File: config.mk
export PLATFORM = sky130hd
export DESIGN_NAME = met_fifo
export DESIGN_NICKNAME = d
export VERILOG_FILES = /design/src/design/met_pkg.sv /design/src/design/met_fifo.sv
export VERILOG_INCLUDE_DIRS = /design/src /design/src/design
export SDC_FILE = /design/constraint.sdc
export NUM_CORES = 1
export LEC_CHECK = 0
export CAP_MARGIN = 0
export CORE_AREA = 2 2 136 138
export DETAILED_ROUTE_END_ITERATION = 10
export DIE_AREA = 0 0 138 140
export DONT_BUFFER_PORTS = 1
export PLACE_DENSITY = 0.7
export SLEW_MARGIN = 20
export SYNTH_ARGS = -nofsm -noshare
export SYNTH_HDL_FRONTEND = slang
export SYNTH_SLANG_ARGS = --single-unit
export TNS_END_PERCENT = 5
File: constraint.sdc
create_clock -name clk -period 8.9 [get_ports clk]
set_input_delay 1.78 -clock clk [delete_from_list [all_inputs] [get_ports clk]]
set_output_delay 1.78 -clock clk [all_outputs]
set_load 0.01 [all_outputs]
File: src/design/mandelbrot_escape_time_pixel_defines.svh
// Assertion macros shared by the Mandelbrot pixel engine modules.
// Depends on nothing; expects signals named clk and arst_n in the including module.
`ifndef MANDELBROT_ESCAPE_TIME_PIXEL_DEFINES_SVH
`define MANDELBROT_ESCAPE_TIME_PIXEL_DEFINES_SVH

// Same-cycle implication, disabled while reset is asserted.
`define MET_ASSERT_IMPLY(lbl, ante, cons, msg) \
	lbl: assert property (@(posedge clk) disable iff (!arst_n) (ante) |-> (cons)) \
		else $error(msg);

// Next-cycle implication, disabled while reset is asserted.
`define MET_ASSERT_NEXT(lbl, ante, cons, msg) \
	lbl: assert property (@(posedge clk) disable iff (!arst_n) (ante) |=> (cons)) \
		else $error(msg);

`endif

File: src/design/met_pkg.sv
// Shared types and constants for the Mandelbrot escape-time pixel engine.
// Used by every module of the block; depends on nothing.
package met_pkg;

	// Fixed-point format of the complex plane: signed Q4.FRAC_BITS.
	localparam int FRAC_BITS  = 28;
	localparam int COORD_BITS = 12;
	localparam int XW         = FRAC_BITS + 4;
	localparam int PW         = 2 * XW;
	// |z|^2 >= 4 means the exact square sum reaches 2^(2F+2).
	localparam int ESC_BIT    = 2 * FRAC_BITS + 2;

	localparam int MAX_ITER_W = 10;
	localparam int COUNT_W    = MAX_ITER_W + 1;
	localparam int STEP_W     = FRAC_BITS + 1;
	localparam int COLOR_W    = 8;

	// Register reset values.
	localparam logic [MAX_ITER_W-1:0] RST_MAX_ITER   = MAX_ITER_W'(500);
	localparam logic [COORD_BITS-1:0] RST_CENTER_COL = COORD_BITS'(400);
	localparam logic [COORD_BITS-1:0] RST_CENTER_ROW = COORD_BITS'(300);
	localparam logic [STEP_W-1:0]     RST_PIXEL_STEP = STEP_W'(1491308);

	// Register indexes on the configuration port.
	typedef enum logic [1:0] {
		REG_MAX_ITER   = 2'd0,
		REG_CENTER_COL = 2'd1,
		REG_CENTER_ROW = 2'd2,
		REG_PIXEL_STEP = 2'd3
	} reg_idx_t;

	typedef logic signed [XW-1:0] coord_t;
	typedef logic signed [PW-1:0] wide_t;

	// Saturation bounds of a plane coordinate, sign-extended to the wide type.
	localparam wide_t SAT_HI = {{(PW-XW+1){1'b0}}, {(XW-1){1'b1}}};
	localparam wide_t SAT_LO = {{(PW-XW+1){1'b1}}, {(XW-1){1'b0}}};

	typedef struct packed {
		logic [MAX_ITER_W-1:0] max_iter;
		logic [COORD_BITS-1:0] center_col;
		logic [COORD_BITS-1:0] center_row;
		logic [STEP_W-1:0]     pixel_step;
	} cfg_t;

	// Point c as handed from the front end to the iteration engine.
	typedef struct packed {
		coord_t c_re;
		coord_t c_im;
	} point_t;

	// Outcome of one pixel's iteration.
	typedef struct packed {
		logic [COUNT_W-1:0] count;
		logic               escaped;
	} iter_res_t;

	// Clamp a wide signed value into the Q4.F coordinate range.
	function automatic coord_t sat_coord(input wide_t v);
		coord_t r;
		if (v > SAT_HI) begin
			r = coord_t'(SAT_HI[XW-1:0]);
		end else if (v < SAT_LO) begin
			r = coord_t'(SAT_LO[XW-1:0]);
		end else begin
			r = coord_t'(v[XW-1:0]);
		end
		return r;
	endfunction

endpackage

File: src/design/met_fifo.sv
// Short queue of plane points between the front end and the iteration engine.
// Depends on met_pkg and the assertion macro header.
`include "mandelbrot_escape_time_pixel_defines.svh"

module met_fifo #(
	parameter int DEPTH = 4
) (
	input  logic            clk,
	input  logic            arst_n,
	input  logic            push,
	input  met_pkg::point_t push_data,
	output logic            full,
	input  logic            pop,
	output met_pkg::point_t pop_data,
	output logic            empty
);
	import met_pkg::*;

	localparam int AW = (DEPTH > 1) ? $clog2(DEPTH) : 1;
	localparam int CW = $clog2(DEPTH + 1);

	point_t          entry_q [DEPTH];
	logic [AW-1:0]   wr_ptr_q;
	logic [AW-1:0]   rd_ptr_q;
	logic [CW-1:0]   count_q;
	logic            do_push;
	logic            do_pop;

	assign full     = (count_q == CW'(DEPTH));
	assign empty    = (count_q == '0);
	assign do_push  = push && !full;
	assign do_pop   = pop && !empty;
	assign pop_data = entry_q[rd_ptr_q];

	// Pointers and fill level.
	always_ff @(posedge clk or negedge arst_n) begin
		if (!arst_n) begin
			wr_ptr_q <= '0;
			rd_ptr_q <= '0;
			count_q  <= '0;
		end else begin
			if (do_push) begin
				wr_ptr_q <= (wr_ptr_q == AW'(DEPTH - 1)) ? '0 : wr_ptr_q + 1'b1;
			end
			if (do_pop) begin
				rd_ptr_q <= (rd_ptr_q == AW'(DEPTH - 1)) ? '0 : rd_ptr_q + 1'b1;
			end
			if (do_push && !do_pop) begin
				count_q <= count_q + 1'b1;
			end else if (do_pop && !do_push) begin
				count_q <= count_q - 1'b1;
			end
		end
	end

	// Entry storage.
	always_ff @(posedge clk) begin
		if (do_push) begin
			entry_q[wr_ptr_q] <= push_data;
		end
	end

	`MET_ASSERT_IMPLY(a_fifo_bound, 1'b1, count_q <= CW'(DEPTH), "queue level above depth")
	`MET_ASSERT_NEXT(a_fifo_up, do_push && !do_pop, count_q == $past(count_q) + 1'b1, "queue level did not rise on a push")
	`MET_ASSERT_NEXT(a_fifo_down, do_pop && !do_push, count_q == $past(count_q) - 1'b1, "queue level did not fall on a pop")

endmodule

# --- Word-level counts from Yosys, hierarchy flattened ---
# Memories as Yosys holds them, arrays and structs flattened.
# Index checks and enable logic that the tools add are counted.
word_totals:
  register_bits: 7
  ram_bits: 256
  output_inout_bits: 66
  word_cells: 27
  memories: 1
op_classes:
  n_addsub: 4
  n_eq_ne: 3
  muxes: 6
  reduce_logical: 10
memory_table:
  columns: ["memory", "depth", "word_bits", "rd", "rd_ports_with_merged_regs", "wr", "line_no", "text"]
  rows:
  - ["entry_q", 4, 64, 1, 0, 1, "met_fifo.sv:22", "point_t entry_q [DEPTH];"]
op_table:
  columns: ["operator", "count"]
  rows:
  - ["3-bit two-way mux", 2]
  - ["2-bit by 1-bit adder with 2-bit output, second input constant", 2]
  - ["2-bit equality test, second input constant", 2]
  - ["1-bit logical AND", 4]
  - ["1-bit zero test", 4]
  - ["2-bit two-way mux", 2]
  - ["3-bit by 1-bit adder with 3-bit output, second input constant", 1]
  - ["3-bit equality test, second input constant", 1]
  - ["3-bit zero test", 1]
  - ["3-bit by 1-bit subtractor with 3-bit output, second input constant", 1]
  - ["1-bit two-way mux", 2]
  - ["2-bit nonzero test", 1]

# --- Depth between registers and ports, before layout ---
logic_depth:
  word_depth: 7
  ltp_mapped: 8
  depth_no_buf: 8

# --- Worst setup path after synthesis ---
# Ideal clock, no wire load.
synth_timing:
  path_kind: "in2reg"
  startpoint: "input push"
  endpoint: "memory entry_q[3][0] (netlist bit), enable pin"
  setup_ps: 488
  arrival_ps: 4524
  required_time_ps: 8412
  setup_slack_ps: 3888
  stages: 2
  n_path_buf: 0
  path_cell_list: "nand2_1 nor2_1"
synth_via:
  elab_chain_cells: 3
synth_lines:
  columns: ["element", "line_no", "text"]
  rows:
  - ["start, declared", "met_fifo.sv:10", "input logic push,"]
  - ["1-bit logical AND", "met_fifo.sv:31", "assign do_push = push && !full;"]
  - ["1-bit two-way mux", "met_fifo.sv:58", "if (do_push) begin"]
  - ["1-bit two-way mux (implied by the code)", "met_fifo.sv:59", "entry_q[wr_ptr_q] <= push_data;"]
  - ["end, declared", "met_fifo.sv:22", null]
# No other way between the ends.

==> out/summary.txt <==
Largest net degree at the start of global routing - 67
Reg-to-reg critical path endpoint - entry_q[3][2]
Power Dens Cells - 339 nW/um2
CP Capture Point - pop_data[61]
H-tree depth - 1
Worst R2R Setup Slack - 6.57 ns
Synthesized-area fraction occupied by adder cells - 0.980%
Largest family of logic cells by synthesized area - multiplexers
Post-CTS Setup Bufs - 0
Initial antenna violation count - 0
Cell Area, Synth - 9700 um2
Fin. Hold Viols - 0
Vias - 3728
Cell internal pwr - 2640 uW
Mapped Cells - 371
Fraction of synthesized cell area in xor and xnor cells - 0.271%
Simple-gate area share of the yosys netlist - 0.787%
CP Depth - 2
Syn Area/Cell - 26.1 um2
Post-CTS Hold Buffers - 0
Syn_nets - 446
Post-synth EDFFs - 256
Iter 0 DRT Violations - 213
Period minus WS final - 4.54 ns
Standard-cell row count - 49
Synth area leaders - edfxtp_1 (79%), mux4_2 (15%), dfrtp_1 (1.8%), ha_1 (0.77%), buf_6 (0.58%)
Critical Path Fanout Max - 36
Most Crowded Layer GR - met2
Starting Density - 54.6%
Sequential cell area fraction in the yosys report - 81.1%
Worst Min Path Start - count_q[2]
Gate power share - 21.5%
Max incr delay on CP - 0.85 ns
CP required - 7.12 ns
Period utilization - 51.0%
Worst EP arrival - 2.76 ns
Drt pass-1 iters - 4
Die H - 140 um
DP HPWL - 8750 um
Worst Hold Class - flop to flop
Final WL - 15700 um
Setup crit start - rd_ptr_q[0]
Crit path launch type - flop
Seq pwr share - 49.9%
Synth Area in Compound Gates - 0.297%
Clock sinks - 263
Post-synth top area cell - edfxtp_1
Clk slew on worst S/H paths - 0.06 ns
Layout cells sized above 1 - 27.5%
Met1 usage in global routing - 20.0%
GR Util met3 - 5.16%
Nature of the critical path endpoint - output port
Synth cell types - 22
Nets - 462
Port Buffers - 0
First-pass GRT wire length - 24800 um
Clk buf depth - 3
ANT cells - 0
Setup WS post-layout - 4.36 ns
WS Path Type - flop to output port
FFs w/ async S/R, synth - 2.66%
Slew @ Worst Pin - 1.00 ns
Root Driver - clkbuf_16
Clock group share of total power - 28.6%
Rel. slew slack - 33.1%
RSZ-0062 raised after global routing - false
R2R cell count - 4
Slew Viols, Final - 0
Sw Share - 27.4%
Total CTS buffers - 26
CTS resizes - 0
LEAKAGE - 0.00338 uW
Peak supply drop - 0.182 mV
Synth top area share - 79.3%
CP max-delay cell - dfrtp_4
Worst R2R Start - wr_ptr_q[0]
Placement Cell Area - 9920 um2
Skew final - 0.0110 ns
# fillers - 1236
GPL Wtd Cong - 0.740
DRC violations left - 0
Number of top-level pins - 134
Pre-CTS setup slack - 4.79 ns
Hold path depth - 1
Worst path top cell family by delay - flip-flops
Outcome - completed
Width of the die - 138 um
Number of synthesized register bits - 263
GRT Util Overall - 16.8%
Synth Flop Type - edfxtp_1
WP buf/inv - 1
Multiplexer share of the synthesized area - 15.4%
Layout Utilization - 60.4%
WL per Instance - 24.9 um
Setup TNS - 0 ns
Clk Latency, worst-skew pair - 0.50 ns
Max Freq - 220 MHz
ANT nets after route - 0
Vias in the first global route - 4279
Met2 Use GR - 29.9%
CORE AREA - 17800 um2
YS warnings - 0
Vias per Instance - 5.90
Final setup viols - 0
Count leader, synth - edfxtp_1
Sw Pwr - 997 uW
CTS tree - built
Crit-path cells - buf_4, mux4_2
Commonest cells in the netlist - edfxtp_1 (256), mux4_2 (64), dfrtp_1 (7)
Die area - 19300 um2
GRT overflow - 0
Final Instance Area - 10700 um2
Synth-to-Final Area Change - 10.7%
Max Cap Viol - 0
worst min path at each step:
stage,endpoint,slack [ns]
2_1_floorplan,wr_ptr_q[1],0.53
3_3_place_gp,wr_ptr_q[1],0.55
3_5_place_dp,wr_ptr_q[1],0.58
4_1_cts,count_q[2],0.59
5_1_grt,count_q[2],0.63
6_report,count_q[2],0.59
placed cells by master (no fill, tap or decap), types with 3 or more instances in the layout:
| master | Yosys | layout |
|---|---|---|
| dfrtp_1 | 7 | 5 |
| mux4_2 | 64 | 64 |
| inv_1 | 3 | 3 |
| bufinv_16 | 0 | 3 |
| edfxtp_1 | 256 | 256 |
| clkbuf_1 | 1 | 8 |
| ha_1 | 6 | 6 |
| clkinv_1 | 0 | 4 |
| and2_4 | 0 | 3 |
| clkbuf_16 | 0 | 27 |
worst reg2reg max path, delay by kind of cell (launching register included):
kind | cells | cell delay (ns)
buf+inv | 1 | 0.71
simple gates | 2 | 0.58
flops | 1 | 0.43
fa+ha+maj | 1 | 0.21
routing by layer:
layer	wire [um]	vias up
li1	-	1617
met1	6000	1979
met2	8320	110
met3	1120	22
met4	274	0
met5	0	-
sequential cells by signal, indices dropped and copies added, names as in the netlist:
| name | cells |
|---|---|
| rd_ptr_q | 2 |
| count_q | 3 |
| wr_ptr_q | 2 |
| entry_q | 256 |
cell families after synthesis:
group / after synthesis
and+or+nand+nor: 11
DFF: 263
muxes: 68
xor gates and xnor gates: 3
buffers and inverters: 17
adders and majority gates: 7
AOI/OAI and AO/OA: 2
power by group through the flow:
stage	sequential (uW)	combinational, uW	clock (uW)
global route	1850	847	1110
finish	1820	782	1040
floorplan	1720	748	0
detailed placement	1850	805	0
CTS	1830	807	1060
global placement	1840	788	0
cell type report:
class	instances	area, um2	area share [%]
multi-input cells	91	1740	16.2
well taps	229	287	2.67
flip-flops and latches	263	7870	73.3
clock buffers	35	706	6.57
inverters	3	11.3	0.105
clock inverters	9	118	1.09
repair buffers	2	15.0	0.140
through the flow:
stage               std cells  hold WS [ns]  power [uW]
finish                    632         0.585        3640
global route              632         0.627        3810
CTS                       632         0.587        3700
detailed placement        588         0.576        2660
global placement          588         0.550        2620
floorplan                 371         0.535        2470
(Power assumes the default switching activity.)
