`config.mk`:
```
export PLATFORM = sky130hd
export DESIGN_NAME = met_color
export DESIGN_NICKNAME = d
export VERILOG_FILES = /design/src/design/mandelbrot_escape_time_pixel_defines.svh /design/src/design/met_pkg.sv /design/src/design/met_color.sv
export SDC_FILE = /design/constraint.sdc
export NUM_CORES = 1
export LEC_CHECK = 0
export BUFFER_PORTS_ARGS = -buffer_cell sky130_fd_sc_hd__buf_2
export CORE_ASPECT_RATIO = 1.2
export CORE_MARGIN = 5
export CORE_UTILIZATION = 55
export CTS_CLUSTER_DIAMETER = 120
export DETAILED_ROUTE_END_ITERATION = 12
export GPL_TIMING_DRIVEN = 0
export PLACE_DENSITY = 0.71
export REMOVE_ABC_BUFFERS = 1
export SYNTH_ARGS = -nofsm -noshare
export SYNTH_HDL_FRONTEND = slang
export SYNTH_SLANG_ARGS = --single-unit
```
`constraint.sdc`:
```
create_clock -name clk -period 8.5 [get_ports clk]
set_clock_uncertainty 0.05 [all_clocks]
set_input_delay 1.275 -clock clk [delete_from_list [all_inputs] [get_ports clk]]
set_output_delay 1.275 -clock clk [all_outputs]
set_load 0.02 [all_outputs]
```
`src/design/mandelbrot_escape_time_pixel_defines.svh`:
```
// Assertion macros shared by the Mandelbrot pixel engine modules.
// Depends on nothing; expects signals named clk and arst_n in the including module.
`ifndef MANDELBROT_ESCAPE_TIME_PIXEL_DEFINES_SVH
`define MANDELBROT_ESCAPE_TIME_PIXEL_DEFINES_SVH

// Same-cycle implication, disabled while reset is asserted.
`define MET_ASSERT_IMPLY(lbl, ante, cons, msg) \
	lbl: assert property (@(posedge clk) disable iff (!arst_n) (ante) |-> (cons)) \
		else $error(msg);

// Next-cycle implication, disabled while reset is asserted.
`define MET_ASSERT_NEXT(lbl, ante, cons, msg) \
	lbl: assert property (@(posedge clk) disable iff (!arst_n) (ante) |=> (cons)) \
		else $error(msg);

`endif

```
`src/design/met_pkg.sv`:
```
// Shared types and constants for the Mandelbrot escape-time pixel engine.
// Used by every module of the block; depends on nothing.
package met_pkg;

	// Fixed-point format of the complex plane: signed Q4.FRAC_BITS.
	localparam int FRAC_BITS  = 28;
	localparam int COORD_BITS = 12;
	localparam int XW         = FRAC_BITS + 4;
	localparam int PW         = 2 * XW;
	// |z|^2 >= 4 means the exact square sum reaches 2^(2F+2).
	localparam int ESC_BIT    = 2 * FRAC_BITS + 2;

	localparam int MAX_ITER_W = 10;
	localparam int COUNT_W    = MAX_ITER_W + 1;
	localparam int STEP_W     = FRAC_BITS + 1;
	localparam int COLOR_W    = 8;

	// Register reset values.
	localparam logic [MAX_ITER_W-1:0] RST_MAX_ITER   = MAX_ITER_W'(500);
	localparam logic [COORD_BITS-1:0] RST_CENTER_COL = COORD_BITS'(400);
	localparam logic [COORD_BITS-1:0] RST_CENTER_ROW = COORD_BITS'(300);
	localparam logic [STEP_W-1:0]     RST_PIXEL_STEP = STEP_W'(1491308);

	// Register indexes on the configuration port.
	typedef enum logic [1:0] {
		REG_MAX_ITER   = 2'd0,
		REG_CENTER_COL = 2'd1,
		REG_CENTER_ROW = 2'd2,
		REG_PIXEL_STEP = 2'd3
	} reg_idx_t;

	typedef logic signed [XW-1:0] coord_t;
	typedef logic signed [PW-1:0] wide_t;

	// Saturation bounds of a plane coordinate, sign-extended to the wide type.
	localparam wide_t SAT_HI = {{(PW-XW+1){1'b0}}, {(XW-1){1'b1}}};
	localparam wide_t SAT_LO = {{(PW-XW+1){1'b1}}, {(XW-1){1'b0}}};

	typedef struct packed {
		logic [MAX_ITER_W-1:0] max_iter;
		logic [COORD_BITS-1:0] center_col;
		logic [COORD_BITS-1:0] center_row;
		logic [STEP_W-1:0]     pixel_step;
	} cfg_t;

	// Point c as handed from the front end to the iteration engine.
	typedef struct packed {
		coord_t c_re;
		coord_t c_im;
	} point_t;

	// Outcome of one pixel's iteration.
	typedef struct packed {
		logic [COUNT_W-1:0] count;
		logic               escaped;
	} iter_res_t;

	// Clamp a wide signed value into the Q4.F coordinate range.
	function automatic coord_t sat_coord(input wide_t v);
		coord_t r;
		if (v > SAT_HI) begin
			r = coord_t'(SAT_HI[XW-1:0]);
		end else if (v < SAT_LO) begin
			r = coord_t'(SAT_LO[XW-1:0]);
		end else begin
			r = coord_t'(v[XW-1:0]);
		end
		return r;
	endfunction

endpackage

```
`src/design/met_color.sv`:
```
// Color stage: turns the iteration count into RGB bytes and holds the result.
// Depends on met_pkg; fed by met_iter.
module met_color (
	input  logic                        clk,
	input  logic                        arst_n,
	input  logic                        in_valid,
	input  met_pkg::iter_res_t          in_res,
	output logic                        in_ready,
	output logic                        out_valid,
	output met_pkg::iter_res_t          out_res,
	output logic [met_pkg::COLOR_W-1:0] red,
	output logic [met_pkg::COLOR_W-1:0] green,
	output logic [met_pkg::COLOR_W-1:0] blue,
	input  logic                        out_ready
);
	import met_pkg::*;

	// Channel level = base + slope * n; byte = min(255, 255 * level / 1000).
	localparam int NCH         = 3;
	localparam int LVL_W       = 14;
	localparam int SC_W        = 18;
	localparam int COLOR_DIV   = 1000;
	localparam int COLOR_GAIN  = 255;
	localparam int RECIP_SHIFT = 28;
	localparam int COLOR_RECIP = ((1 << RECIP_SHIFT) + COLOR_DIV - 1) / COLOR_DIV;
	localparam int RC_W        = $clog2(COLOR_RECIP + 1);
	localparam logic [NCH-1:0][LVL_W-1:0] BASES  = {LVL_W'(300), LVL_W'(200), LVL_W'(100)};
	localparam logic [NCH-1:0][LVL_W-1:0] SLOPES = {LVL_W'(3), LVL_W'(9), LVL_W'(6)};

	logic [NCH-1:0][LVL_W-1:0]   level_d;
	logic [NCH-1:0]              sat_d;
	logic [NCH-1:0][SC_W-1:0]    scaled_d;
	logic [NCH-1:0]              sat_s1;
	logic [NCH-1:0][SC_W-1:0]    scaled_s1;
	iter_res_t                   res_s1;
	logic                        valid_s1;
	logic [NCH-1:0][SC_W+RC_W-1:0] quot_d;
	logic [NCH-1:0][COLOR_W-1:0] byte_d;
	logic [NCH-1:0][COLOR_W-1:0] color_q;
	iter_res_t                   res_q;
	logic                        valid_q;
	logic                        adv;

	// First stage: channel levels, the clamp decision and the gain product.
	always_comb begin
		for (int ch = 0; ch < NCH; ch++) begin
			level_d[ch]  = BASES[ch] + SLOPES[ch] * LVL_W'(in_res.count);
			sat_d[ch]    = (level_d[ch] >= LVL_W'(COLOR_DIV));
			scaled_d[ch] = SC_W'(level_d[ch]) * SC_W'(COLOR_GAIN);
		end
	end

	// Second stage: divide by 1000 through a reciprocal multiply.
	always_comb begin
		for (int ch = 0; ch < NCH; ch++) begin
			quot_d[ch] = (SC_W+RC_W)'(scaled_s1[ch]) * (SC_W+RC_W)'(COLOR_RECIP);
			byte_d[ch] = sat_s1[ch] ? {COLOR_W{1'b1}} : quot_d[ch][RECIP_SHIFT +: COLOR_W];
		end
	end

	assign adv      = !valid_q || out_ready;
	assign in_ready = !valid_s1 || adv;

	always_ff @(posedge clk or negedge arst_n) begin
		if (!arst_n) begin
			valid_s1 <= 1'b0;
			valid_q  <= 1'b0;
		end else begin
			if (in_ready) valid_s1 <= in_valid;
			if (adv) valid_q <= valid_s1;
		end
	end

	always_ff @(posedge clk) begin
		if (in_ready && in_valid) begin
			sat_s1    <= sat_d;
			scaled_s1 <= scaled_d;
			res_s1    <= in_res;
		end
		if (adv && valid_s1) begin
			color_q <= byte_d;
			res_q   <= res_s1;
		end
	end

	assign out_valid = valid_q;
	assign out_res   = res_q;
	assign red       = color_q[0];
	assign green     = color_q[1];
	assign blue      = color_q[2];

endmodule

```
# Word-level counts from Yosys, hierarchy flattened
# Cells that the tools add are included.
totals:
  ff_bits: 107
  inputBits: 16
  out_inout_bits: 38
  wordCells: 34
classes:
  add_sub_neg: 3
  n_mul: 9
  magnitude_cmp: 3
  n_reduce_logical: 6
op_table:
  columns: ["cell", "count"]
  rows:
  - ["multiplier 18 x 17 -> 34 bit (second input constant)", 3]
  - ["multiplier 14 x 8 -> 18 bit (second input constant)", 3]
  - ["greater-or-equal comparator 14 x 10 -> 1 bit (second input constant)", 3]
  - ["multiplier 2 x 11 -> 13 bit (first input constant)", 2]
  - ["adder 7 x 14 -> 14 bit (first input constant)", 1]
  - ["adder 8 x 14 -> 14 bit (first input constant)", 1]
  - ["adder 9 x 13 -> 14 bit (first input constant)", 1]
  - ["multiplier 4 x 11 -> 14 bit (first input constant)", 1]
  - ["logical AND 1 bit", 2]
  - ["zero test 1 bit", 2]
  - ["logical OR 1 bit", 2]

# Logic depth before layout (Yosys ltp)
depth:
  ltp_word: 4
  ltp_mapped: 26
  mapped_depth_nobuf: 26

# Worst setup path after synthesis
# Ideal clock, no wire load.
synth_path:
  path_kind: "in2reg"
  startpoint: "input in_res[1] (netlist bit)"
  endpoint: "register scaled_s1[17] (netlist bit), data pin"
  setup_time_ns: 0.268
  arrival_time_ns: 7.030
  t_required_ns: 8.182
  slack_ns: 1.153
  cell_stages: 23
  path_buffers: 1
  cell_sequence: "ha_1 fa_1 clkbuf_1 nand2_1 nor2b_1 a2111oi_4 xnor2_1 xor2_1 ha_1 nand2b_1 ha_1 xnor2_1 fa_1 inv_1 fa_1 inv_1 ha_1 nand3_1 o211a_1 a211oi_1 a21o_1 a21oi_1 xnor3_1"
synth_rtl:
  columns: ["item", "line", "source"]
  rows:
  - ["start: declaration", "met_color.sv:7", "input met_pkg::iter_res_t in_res,"]
  - ["end signal: assignment", "met_color.sv:77", "scaled_s1 <= scaled_d;"]
  - ["end: declaration", "met_color.sv:34", "logic [NCH-1:0][SC_W-1:0] scaled_s1;"]

==> impl_metrics.json <==
{
  "grt_antenna_before_repair": 0,
  "cts_resized": 0,
  "seq_area_frac_synth_pct": 13.80,
  "cts_buffer_depth": 2,
  "cts-root-buf": "clkbuf_16",
  "drive_gt1_share_pct": 4.346,
  "endpoint_kind": "register",
  "setup_tns_ns": 0,
  "top_layer": "met4",
  "dr_wl_met2_mm": 21.83,
  "yosys.area_share.adder_pct": 58.64,
  "rsz0062_at_grt": "no",
  "drt-wirelength-per-cell_um": 15.01,
  "track_usage_pct": 19.61,
  "worstSetupStartpointType": "input port",
  "avgSynthCellArea_sq_um": 10.32,
  "max_freq_mhz": 125.2,
  "hold_violations": 0,
  "die-area_sq_um": 44760,
  "maxCapViolCount": 0,
  "fin_nets": 3117,
  "cts_tree": "done",
  "ant_nets": 0,
  "ys_async_sr_fraction_pct": 1.942,
  "synth_seq_cells": 103,
  "die_y_um": 230.8,
  "vias": 14430,
  "core_area_sq_um": 40440,
  "worstSetupPathType": "input port to register",
  "via_per_inst": 5.208,
  "layout_common_cells": "611 x inv_1, 587 x ha_1, 287 x fa_1",
  "start_util_pct": 55.24,
  "clk_latency_ns": 0.38,
  "drtPass1Iterations": 5,
  "synth_top_family_by_area": "adder cells",
  "synth_xor_area_share_pct": 4.481,
  "hold_buffers": 0,
  "numPortBuffers": 53,
  "min_period_ns": 7.990,
  "synth_edf_count": 101,
  "dieWidth_um": 194.0,
  "grt-ovfl-total": 0,
  "hp-class": "register to register",
  "setup_viol": 0,
  "cts.sinks": 103,
  "area_delta_synth_final_pct": 5.870,
  "numCtsBuffers": 9,
  "row_count": 81,
  "finalCritPeriodShare_pct": 94.00,
  "ys_types": 72,
  "status": "complete, no violations",
  "slew_headroom_pct": 28.00,
  "layout_commonest_cell": "inv_1",
  "synth_mux_area_share_pct": 0.2744,
  "drv_slew": 0,
  "synth_compound_area_share_pct": 7.550,
  "synth-simple-area-share_pct": 4.873,
  "synth_area_sq_um": 22340,
  "h-tree-depth": 3,
  "ys_warn_count": 0,
  "fillers": 3416,
  "grt_pass1_vias": 15890,
  "drc": 0,
  "cts_setup_buffers": 0,
  "grt_pass1_wl_mm": 73.32,
  "ys.flop_type": "edfxtp_1",
  "cp.required_ns": 8.57,
  "ios": 54,
  "cts.clk_slew.worst_paths_ns": 0.08,
  "antenna_cells": 0,
  "drt-total-wl_mm": 41.59,
  "worst_slew_pin_slew_ns": 1.072,
  "post-dp-hpwl_mm": 35.66,
  "dr_wl_met3_mm": 1.091,
  "crit_fanout": 13,
  "drt_iter0_markers": 428,
  "grt_max_degree": 66,
  "arrival_ns": 8.06,
  "wl_met1_mm": 18.11,
  "globalplace.congestion": 0.8675,
  "syn_inst": 2164
}
cell usage after synthesis (17+ instances only):
library cell / instances / share of area, %
a21oi_1: 55 / 1.2
nor2b_1: 17 / 0.48
nand2_1: 46 / 0.77
nor2_1: 51 / 0.86
o21ai_0: 43 / 0.96
fa_1: 287 / 26
nor3_1: 20 / 0.45
a21o_1: 37 / 1.2
xor2_1: 31 / 1.2
inv_1: 611 / 10
edfxtp_1: 101 / 14
ha_1: 587 / 33
xnor2_1: 72 / 2.8
worst paths after layout:
check / from / to / slack (ns) / depth (start not counted)
min in group asynchronous: arst_n / out_valid$_DFFE_PN0P_ / 0.62 / 1
worst max register to register: scaled_s1[1]$_DFFE_PP_ / green[7]$_SDFFCE_PP1P_ / 2.29 / 20
worst min-delay path: res_s1[8]$_DFFE_PP_ / out_res[8]$_DFFE_PP_ / 0.38 / 0
worst max-delay path: in_res[1] / scaled_s1[17]$_DFFE_PP_ / 0.51 / 23
worst min register to register: res_s1[8]$_DFFE_PP_ / out_res[8]$_DFFE_PP_ / 0.38 / 0
max in group asynchronous: arst_n / valid_s1$_DFFE_PN0N_ / 7.69 / 1
critical path: stages:
cell,delay (ns)
buf_2,0.22
ha_1,0.36
fa_1,0.86
ha_1,0.27
and2_1,0.20
o31ai_4,0.12
or4_4,0.57
nor2_1,0.19
xor2_1,0.52
inv_2,0.14
fa_1,0.60
inv_1,0.06
ha_1,0.29
fa_1,0.48
inv_1,0.05
fa_1,0.48
inv_1,0.04
ha_1,0.30
nor2_1,0.16
a211oi_1,0.09
a21o_1,0.19
a21oi_1,0.13
xnor3_1,0.43
per-layer routing:
metal / vias up / GRT usage, %
li1: 7146 / -
met1: 7094 / 24.21
met2: 150 / 36.61
met3: 42 / 2.803
met4: 0 / 4.000
met5: - / 0
layout make-up:
class                   count  area (sq um)  area share (%)
repair buffers             55         312.8           1.323
clock buffers               9         225.2          0.9523
clock inverters             7         106.4          0.4497
flip-flops and latches    103          3083           13.04
multi-input cells        1444         16940           71.63
inverters                 614          2307           9.756
well taps                 539         674.4           2.852
sequential cells by signal, indices dropped and copies added (netlist names):
name / flops
scaled_s1: 51
out_res: 12
res_s1: 11
blue: 8
green: 8
red: 8
sat_s1: 3
out_valid: 1
valid_s1: 1
kinds of logic after synthesis:
kind of cell,after synthesis
AO/OA/AOI/OAI,242
XOR/XNOR,108
adder cells (fa/ha/maj),875
buffers and inverters,617
flip-flops,103
multiplexers,6
AND/OR/NAND/NOR,213
stage by stage:
stage / hold WS, ns / cells / setup WS [ns] / instance area, sq um / utilization [%]
4_1_cts: 0.3854 / 2771 / 0.4551 / 23650 / 58.49
2_1_floorplan: 0.3503 / 2161 / 1.066 / 22330 / -
3_3_place_gp: 0.3545 / 2753 / 0.2082 / 23270 / 57.54
5_1_grt: 0.3919 / 2771 / 0.1657 / 23650 / 58.49
6_report: 0.3798 / 2771 / 0.5098 / 23650 / 58.49
3_5_place_dp: 0.3577 / 2755 / 0.03521 / 23320 / 57.67
Power is not shown: default switching activity piles up to over one toggle a cycle in this logic, so the estimate is an artifact.
