## config.mk

```make
export PLATFORM = sky130hd
export DESIGN_NAME = met_front
export DESIGN_NICKNAME = d
export VERILOG_FILES = /design/src/design/mandelbrot_escape_time_pixel_defines.svh /design/src/design/met_pkg.sv /design/src/design/met_front.sv
export SDC_FILE = /design/constraint.sdc
export NUM_CORES = 2
export LEC_CHECK = 0
export BUFFER_PORTS_ARGS = -buffer_cell sky130_fd_sc_hd__buf_2
export CAP_MARGIN = 20
export CORE_MARGIN = 2
export CORE_UTILIZATION = 35
export CTS_CLUSTER_DIAMETER = 150
export DETAILED_ROUTE_END_ITERATION = 12
export MAX_ROUTING_LAYER = met4
export PLACE_DENSITY_LB_ADDON = 0.3
export SLEW_MARGIN = 20
export SYNTH_ARGS = -nofsm -noshare
export SYNTH_HDL_FRONTEND = slang
export SYNTH_SLANG_ARGS = --single-unit
```

## constraint.sdc

```tcl
create_clock -name clk -period 8 [get_ports clk]
set_input_delay 0.8 -clock clk [delete_from_list [all_inputs] [get_ports clk]]
set_output_delay 0.8 -clock clk [all_outputs]
set_load 0.05 [all_outputs]
```

## src/design/mandelbrot_escape_time_pixel_defines.svh

```systemverilog
// Assertion macros shared by the Mandelbrot pixel engine modules.
// Depends on nothing; expects signals named clk and arst_n in the including module.
`ifndef MANDELBROT_ESCAPE_TIME_PIXEL_DEFINES_SVH
`define MANDELBROT_ESCAPE_TIME_PIXEL_DEFINES_SVH

// Same-cycle implication, disabled while reset is asserted.
`define MET_ASSERT_IMPLY(lbl, ante, cons, msg) \
	lbl: assert property (@(posedge clk) disable iff (!arst_n) (ante) |-> (cons)) \
		else $error(msg);

// Next-cycle implication, disabled while reset is asserted.
`define MET_ASSERT_NEXT(lbl, ante, cons, msg) \
	lbl: assert property (@(posedge clk) disable iff (!arst_n) (ante) |=> (cons)) \
		else $error(msg);

`endif

```

## src/design/met_pkg.sv

```systemverilog
// Shared types and constants for the Mandelbrot escape-time pixel engine.
// Used by every module of the block; depends on nothing.
package met_pkg;

	// Fixed-point format of the complex plane: signed Q4.FRAC_BITS.
	localparam int FRAC_BITS  = 28;
	localparam int COORD_BITS = 12;
	localparam int XW         = FRAC_BITS + 4;
	localparam int PW         = 2 * XW;
	// |z|^2 >= 4 means the exact square sum reaches 2^(2F+2).
	localparam int ESC_BIT    = 2 * FRAC_BITS + 2;

	localparam int MAX_ITER_W = 10;
	localparam int COUNT_W    = MAX_ITER_W + 1;
	localparam int STEP_W     = FRAC_BITS + 1;
	localparam int COLOR_W    = 8;

	// Register reset values.
	localparam logic [MAX_ITER_W-1:0] RST_MAX_ITER   = MAX_ITER_W'(500);
	localparam logic [COORD_BITS-1:0] RST_CENTER_COL = COORD_BITS'(400);
	localparam logic [COORD_BITS-1:0] RST_CENTER_ROW = COORD_BITS'(300);
	localparam logic [STEP_W-1:0]     RST_PIXEL_STEP = STEP_W'(1491308);

	// Register indexes on the configuration port.
	typedef enum logic [1:0] {
		REG_MAX_ITER   = 2'd0,
		REG_CENTER_COL = 2'd1,
		REG_CENTER_ROW = 2'd2,
		REG_PIXEL_STEP = 2'd3
	} reg_idx_t;

	typedef logic signed [XW-1:0] coord_t;
	typedef logic signed [PW-1:0] wide_t;

	// Saturation bounds of a plane coordinate, sign-extended to the wide type.
	localparam wide_t SAT_HI = {{(PW-XW+1){1'b0}}, {(XW-1){1'b1}}};
	localparam wide_t SAT_LO = {{(PW-XW+1){1'b1}}, {(XW-1){1'b0}}};

	typedef struct packed {
		logic [MAX_ITER_W-1:0] max_iter;
		logic [COORD_BITS-1:0] center_col;
		logic [COORD_BITS-1:0] center_row;
		logic [STEP_W-1:0]     pixel_step;
	} cfg_t;

	// Point c as handed from the front end to the iteration engine.
	typedef struct packed {
		coord_t c_re;
		coord_t c_im;
	} point_t;

	// Outcome of one pixel's iteration.
	typedef struct packed {
		logic [COUNT_W-1:0] count;
		logic               escaped;
	} iter_res_t;

	// Clamp a wide signed value into the Q4.F coordinate range.
	function automatic coord_t sat_coord(input wide_t v);
		coord_t r;
		if (v > SAT_HI) begin
			r = coord_t'(SAT_HI[XW-1:0]);
		end else if (v < SAT_LO) begin
			r = coord_t'(SAT_LO[XW-1:0]);
		end else begin
			r = coord_t'(v[XW-1:0]);
		end
		return r;
	endfunction

endpackage

```

## src/design/met_front.sv

```systemverilog
// Front end: accepts pixels and maps each one to its point c on the plane.
// Depends on met_pkg; feeds met_fifo.
module met_front (
	input  logic                          clk,
	input  logic                          arst_n,
	input  met_pkg::cfg_t                 cfg,
	input  logic                          in_valid,
	output logic                          in_ready,
	input  logic [met_pkg::COORD_BITS-1:0] pixel_col,
	input  logic [met_pkg::COORD_BITS-1:0] pixel_row,
	output logic                          wr_valid,
	output met_pkg::point_t               wr_data,
	input  logic                          wr_full
);
	import met_pkg::*;

	localparam int PRODW = COORD_BITS + 1 + STEP_W + 1;

	logic signed [COORD_BITS:0] dcol;
	logic signed [COORD_BITS:0] drow;
	logic signed [STEP_W:0]     step_s;
	logic signed [PRODW-1:0]    prod_re_d;
	logic signed [PRODW-1:0]    prod_im_d;
	logic signed [PRODW-1:0]    prod_re_s1;
	logic signed [PRODW-1:0]    prod_im_s1;
	logic                       valid_s1;

	// Pixel offsets from the center, scaled by the step.
	assign dcol      = $signed({1'b0, pixel_col}) - $signed({1'b0, cfg.center_col});
	assign drow      = $signed({1'b0, cfg.center_row}) - $signed({1'b0, pixel_row});
	assign step_s    = $signed({1'b0, cfg.pixel_step});
	assign prod_re_d = dcol * step_s;
	assign prod_im_d = drow * step_s;

	// The stage moves on whenever the queue can take its content.
	assign in_ready = !valid_s1 || !wr_full;

	always_ff @(posedge clk or negedge arst_n) begin
		if (!arst_n) begin
			valid_s1 <= 1'b0;
		end else if (in_ready) begin
			valid_s1 <= in_valid;
		end
	end

	always_ff @(posedge clk) begin
		if (in_ready && in_valid) begin
			prod_re_s1 <= prod_re_d;
			prod_im_s1 <= prod_im_d;
		end
	end

	// Clamp c into the plane format on the way into the queue.
	assign wr_valid     = valid_s1;
	assign wr_data.c_re = sat_coord(wide_t'(prod_re_s1));
	assign wr_data.c_im = sat_coord(wide_t'(prod_im_s1));

endmodule

```

# [Yosys cells after proc, flatten, opt, wreduce, memory -nomap -nowiden]
# Index checks and enable logic that the tools add are counted.
# W data, S select, Z words.
[classes] add_sub_neg=2 n_mul=2 reduce_logical=4 magnitude_cmp=4 n_mux=4
[op_table] cell="$mux W32" count=4
[op_table] cell="$gt A43 B32 Y1 const B" count=2
[op_table] cell="$lt A43 B32 Y1 const B" count=2
[op_table] cell="$mul A13 B30 Y43" count=2
[op_table] cell="$sub A12 B12 Y13" count=2
[op_table] cell="$logic_not A1 Y1" count=2
[op_table] cell="$logic_and A1 B1 Y1" count=1
[op_table] cell="$logic_or A1 B1 Y1" count=1
[word_totals] wordCells=19 register_bits=87 output_inout_bits=66

# [Longest topological paths before layout]
[depth] word_depth=3 ltp_mapped=34 ltp_nobuf=32

# [Worst setup path after synthesis]
# Ideal clock, no wire load.
[synth_timing] path_kind="input-to-reg" start="input cfg[29] (netlist bit)" end="register prod_im_s1[36], data pin" path_slack_ns=-0.247 cell_stages=32 arrival_ns=7.984 path_buffers=2 path_cell_list="inv_1 > ha_1 > fa_1 > nor2b_1 > o21ai_0 > nand2b_1 > a21o_1 > a21oi_1 > o21a_1 > o211ai_1 > xor2_1 > clkbuf_1 > buf_4 > nand2_1 > fa_1 > fa_1 > inv_1 > fa_1 > fa_1 > fa_1 > inv_1 > fa_1 > inv_1 > ha_1 > and4_2 > a221oi_2 > and2_2 > o2111ai_1 > and3_4 > a2111oi_4 > o21bai_1 > xor2_1"
[synth_via] elab_chain_cells=2
[synth_lines] element="start: declaration" line_no="met_front.sv:6" rtl="input met_pkg::cfg_t cfg,"
[synth_lines] element="$sub A12 B12 Y13" line_no="met_front.sv:30" rtl="assign drow = $signed({1'b0, cfg.center_row}) - $signed({1'b0, pixel_row});"
[synth_lines] element="$mul A13 B30 Y43" line_no="met_front.sv:33" rtl="assign prod_im_d = drow * step_s;"
[synth_lines] element="via prod_im_d[36]" line_no="met_front.sv:23" rtl="logic signed [PRODW-1:0] prod_im_d;"
[synth_lines] element="end signal: assignment" line_no="met_front.sv:49" rtl="prod_im_s1 <= prod_im_d;"
[synth_lines] element="end: declaration" line_no="met_front.sv:25" rtl="logic signed [PRODW-1:0] prod_im_s1;"
# The timed path passes the listed nets, and every way through them passes these cells.
# A chain may end at the register's enable or synchronous reset.

# [Worst setup path after layout]
[layout_timing] start="input cfg[29] (netlist bit)" end="register prod_im_s1[40], data pin"
# The elaborated chain is that of the path after synthesis.

==> reports/qor.json <==
{
  "outcome": {
    "status": "complete, no violations"
  },
  "floorplan": {
    "total_die_area_mm2": 0.0829,
    "die_w_um": 288,
    "die_h_um": 288,
    "start_util_pct": 35.2,
    "rows": 104,
    "floorplan.core_area_mm2": 0.0802,
    "io_pins": 157
  },
  "route": {
    "drt_drc_violations_left": 0,
    "drt_pre_antenna_iters": 5,
    "route.vias.total": 20916,
    "drt-total-wl_mm": 67.8,
    "viasPerCell": 4.83,
    "number_of_design_rule_violations_left_by_the_first_detailed_router_iteration": 972,
    "route.antenna.remaining_nets": 0,
    "route.detailed.wl_per_inst_um": 15.7
  },
  "sta": {
    "timing.fmax_ghz": 0.128,
    "finClkSkew_ns": 0.0108,
    "timing_worst_slew_pin_value_ns": 0.742,
    "final.period_utilization_pct": 97.8,
    "hold_ws_ns": 0.169,
    "hold_violations": 0,
    "number_of_setup_violations_in_the_final_report": 0,
    "rsz0062_at_grt": "true",
    "report.final.slew_viol_count": 0,
    "setup-tns-final_ns": 0,
    "period_minus_slack_ns": 7.82,
    "maxSlewHeadroom_pct": 50.5
  },
  "global_routing": {
    "grt_util_all_layers_pct": 17.8,
    "first_pass_grt_wire_length_mm": 114,
    "grt_start_max_net_pins": 52,
    "global_route.overflow_total": 0,
    "first_global_vias": 22390,
    "grt_antenna_before_repair": 4
  },
  "logic_synthesis": {
    "synthCells": 3035,
    "net_count_synth": 4004,
    "synth_cell_type_count": 68,
    "synth_sequential_area_ratio_pct": 9.24,
    "synth.top_cells.by_area": "sky130_fd_sc_hd__fa_1, sky130_fd_sc_hd__ha_1, sky130_fd_sc_hd__edfxtp_1",
    "synth_edf_count": 86,
    "synthDominantAreaCellType": "sky130_fd_sc_hd__fa_1",
    "postSynth.asyncResetShare_pct": 1.15,
    "synthFlopType": "sky130_fd_sc_hd__edfxtp_1",
    "synth.yosys.warnings": 0,
    "synth.ff_latch_count": 87,
    "synthesis.area_per_instance_um2": 9.29,
    "netlist_area_mm2": 0.0282,
    "synth_top_area_share_pct": 42.3
  },
  "cells_and_area": {
    "finish.utilization_pct": 40.4,
    "final_common_cell": "sky130_fd_sc_hd__fa_1",
    "area_growth_syn_to_layout_pct": 14.8,
    "finalNetCount": 4227,
    "ratio_of_cells_with_drive_above_1_in_the_final_layout_pct": 15.4,
    "final_area_mm2": 0.0324,
    "mostFrequentLayoutCells": "sky130_fd_sc_hd__fa_1, sky130_fd_sc_hd__inv_1, sky130_fd_sc_hd__nand2_1"
  },
  "clock_tree": {
    "cts_tree": "yes",
    "clock_tree.htree_level_count": 3,
    "clkLatencyLatePin_ns": 0.39,
    "tritoncts_num_sinks": 87,
    "clock_tree.root_cell": "sky130_fd_sc_hd__clkbuf_16",
    "tritoncts.num_buffers": 9,
    "post_cts_hold_buffer_count": 0,
    "clk_pin_slew_worst_paths_ns": 0.07,
    "cts_max_path_buffers": 2
  },
  "worst_setup_path": {
    "critical-path-slowest-cell": "sky130_fd_sc_hd__fa_1",
    "critical-path-max-stage-delay_ns": 0.54,
    "crit_type": "in -> reg",
    "reg2reg_to": "prod_im_s1[30]$_DFFE_PP_",
    "critical_path_peak_fanout": 7,
    "cp-start-kind": "input pin",
    "timing.rr.start": "wr_valid$_DFFE_PN0N_",
    "worst_setup_end_kind": "flip-flop",
    "timing.critical_path.required_ns": 8.14,
    "cp_data_arrival_time_ns": 7.97,
    "crit_path_frequent_cell": "sky130_fd_sc_hd__fa_1",
    "worst-r2r-setup-slack_ns": 5.91,
    "reg2regPathDepth": 3
  },
  "min_path": {
    "timing.hold.worst.class": "in -> async"
  },
  "placed_design": {
    "post_dp_cell_area_mm2": 0.0316,
    "gp_congestion": 0.829,
    "detailedPlacementHpwl_mm": 54.8,
    "io_buffer_count": 146
  },
  "flow_run": {
    "number_of_maximum_capacitance_constraint_violations": 0
  }
}
## metrics by stage
step,cells,setup WS (ns)
2_1_floorplan,3035,-0.00371
3_3_place_gp,4293,-0.393
3_5_place_dp,4293,-0.367
4_1_cts,4309,0.0543
5_1_grt,4326,-0.0668
6_report,4327,0.177
## layer usage
metal,wire length (µm),track usage (%),vias to the layer above
met5,0,-,-
met4,795,2.95,0
met3,2310,1.74,43
met2,34400,30.6,345
met1,30300,23.0,10756
li1,-,-,9772
## what timing repair did
item                       in CTS  in global routing
buffers inserted                0                 15
hold endpoints to repair        0                  0
resized for setup               0                 74
setup endpoints to repair       0                 38
## final cells by class
class	count	area, µm²
Timing Repair Buffer	384	2750
Antenna cell	4	10.0
Fill cell	8145	47800
Sequential cell	87	2610
Inverter	524	1970
Tap cell	1060	1330
Clock inverter	4	47.5
Multi-Input combinational cell	2252	23400
Clock buffer	12	246
## worst max-delay path, delay by kind of cell
| kind | cells | cell delay (ns) |
|---|---|---|
| XOR/XNOR | 1 | 0.13 |
| buffers and inverters | 7 | 0.53 |
| adder cells (fa/ha/maj) | 9 | 3.62 |
| AND/OR/NAND/NOR | 5 | 0.81 |
| AO/OA/AOI/OAI | 11 | 2.07 |
## state kept, by name, summed over array words and instances, names as in the netlist
signal      count
prod_im_s1     43
prod_re_s1     43
wr_valid        1
## cell families after synthesis
family / after synthesis / synth area share (%)
AOI/OAI and AO/OA: 311 / 7.49
xor gates and xnor gates: 91 / 2.83
adders and majority gates: 878 / 54.8
buffers and inverters: 696 / 9.32
DFF: 87 / 9.24
muxes: 1 / 0.0355
and+or+nand+nor: 971 / 16.3
## synth_stat cells, types with 61 or more instances
| library cell | count |
|---|---|
| sky130_fd_sc_hd__edfxtp_1 | 86 |
| sky130_fd_sc_hd__ha_1 | 282 |
| sky130_fd_sc_hd__nand2b_1 | 61 |
| sky130_fd_sc_hd__a21oi_1 | 76 |
| sky130_fd_sc_hd__nand2_1 | 493 |
| sky130_fd_sc_hd__inv_1 | 524 |
| sky130_fd_sc_hd__nor2_1 | 88 |
| sky130_fd_sc_hd__fa_1 | 596 |
| sky130_fd_sc_hd__clkbuf_1 | 159 |
| sky130_fd_sc_hd__xnor2_1 | 61 |
| sky130_fd_sc_hd__and2_1 | 156 |
| sky130_fd_sc_hd__o21a_1 | 72 |
| sky130_fd_sc_hd__nor2b_1 | 77 |
## worst max-delay path by stage
| stage | cells past startpoint | slack [ns] | to | from |
|---|---|---|---|---|
| 5_1_grt | 33 | -0.07 | prod_im_s1[40]$_DFFE_PP_ | cfg[29] |
| 4_1_cts | 33 | 0.05 | prod_im_s1[40]$_DFFE_PP_ | cfg[29] |
| 3_5_place_dp | 33 | -0.37 | prod_im_s1[40]$_DFFE_PP_ | cfg[29] |
| 3_3_place_gp | 33 | -0.39 | prod_im_s1[40]$_DFFE_PP_ | cfg[29] |
| 6_report | 33 | 0.18 | prod_im_s1[40]$_DFFE_PP_ | cfg[29] |
| 2_1_floorplan | 32 | -0.004 | prod_im_s1[36]$_DFFE_PP_ | cfg[29] |
Power is left out: the tool's default activity adds up to more than one toggle a clock period on the data nets, which glitch-free logic cannot reach.
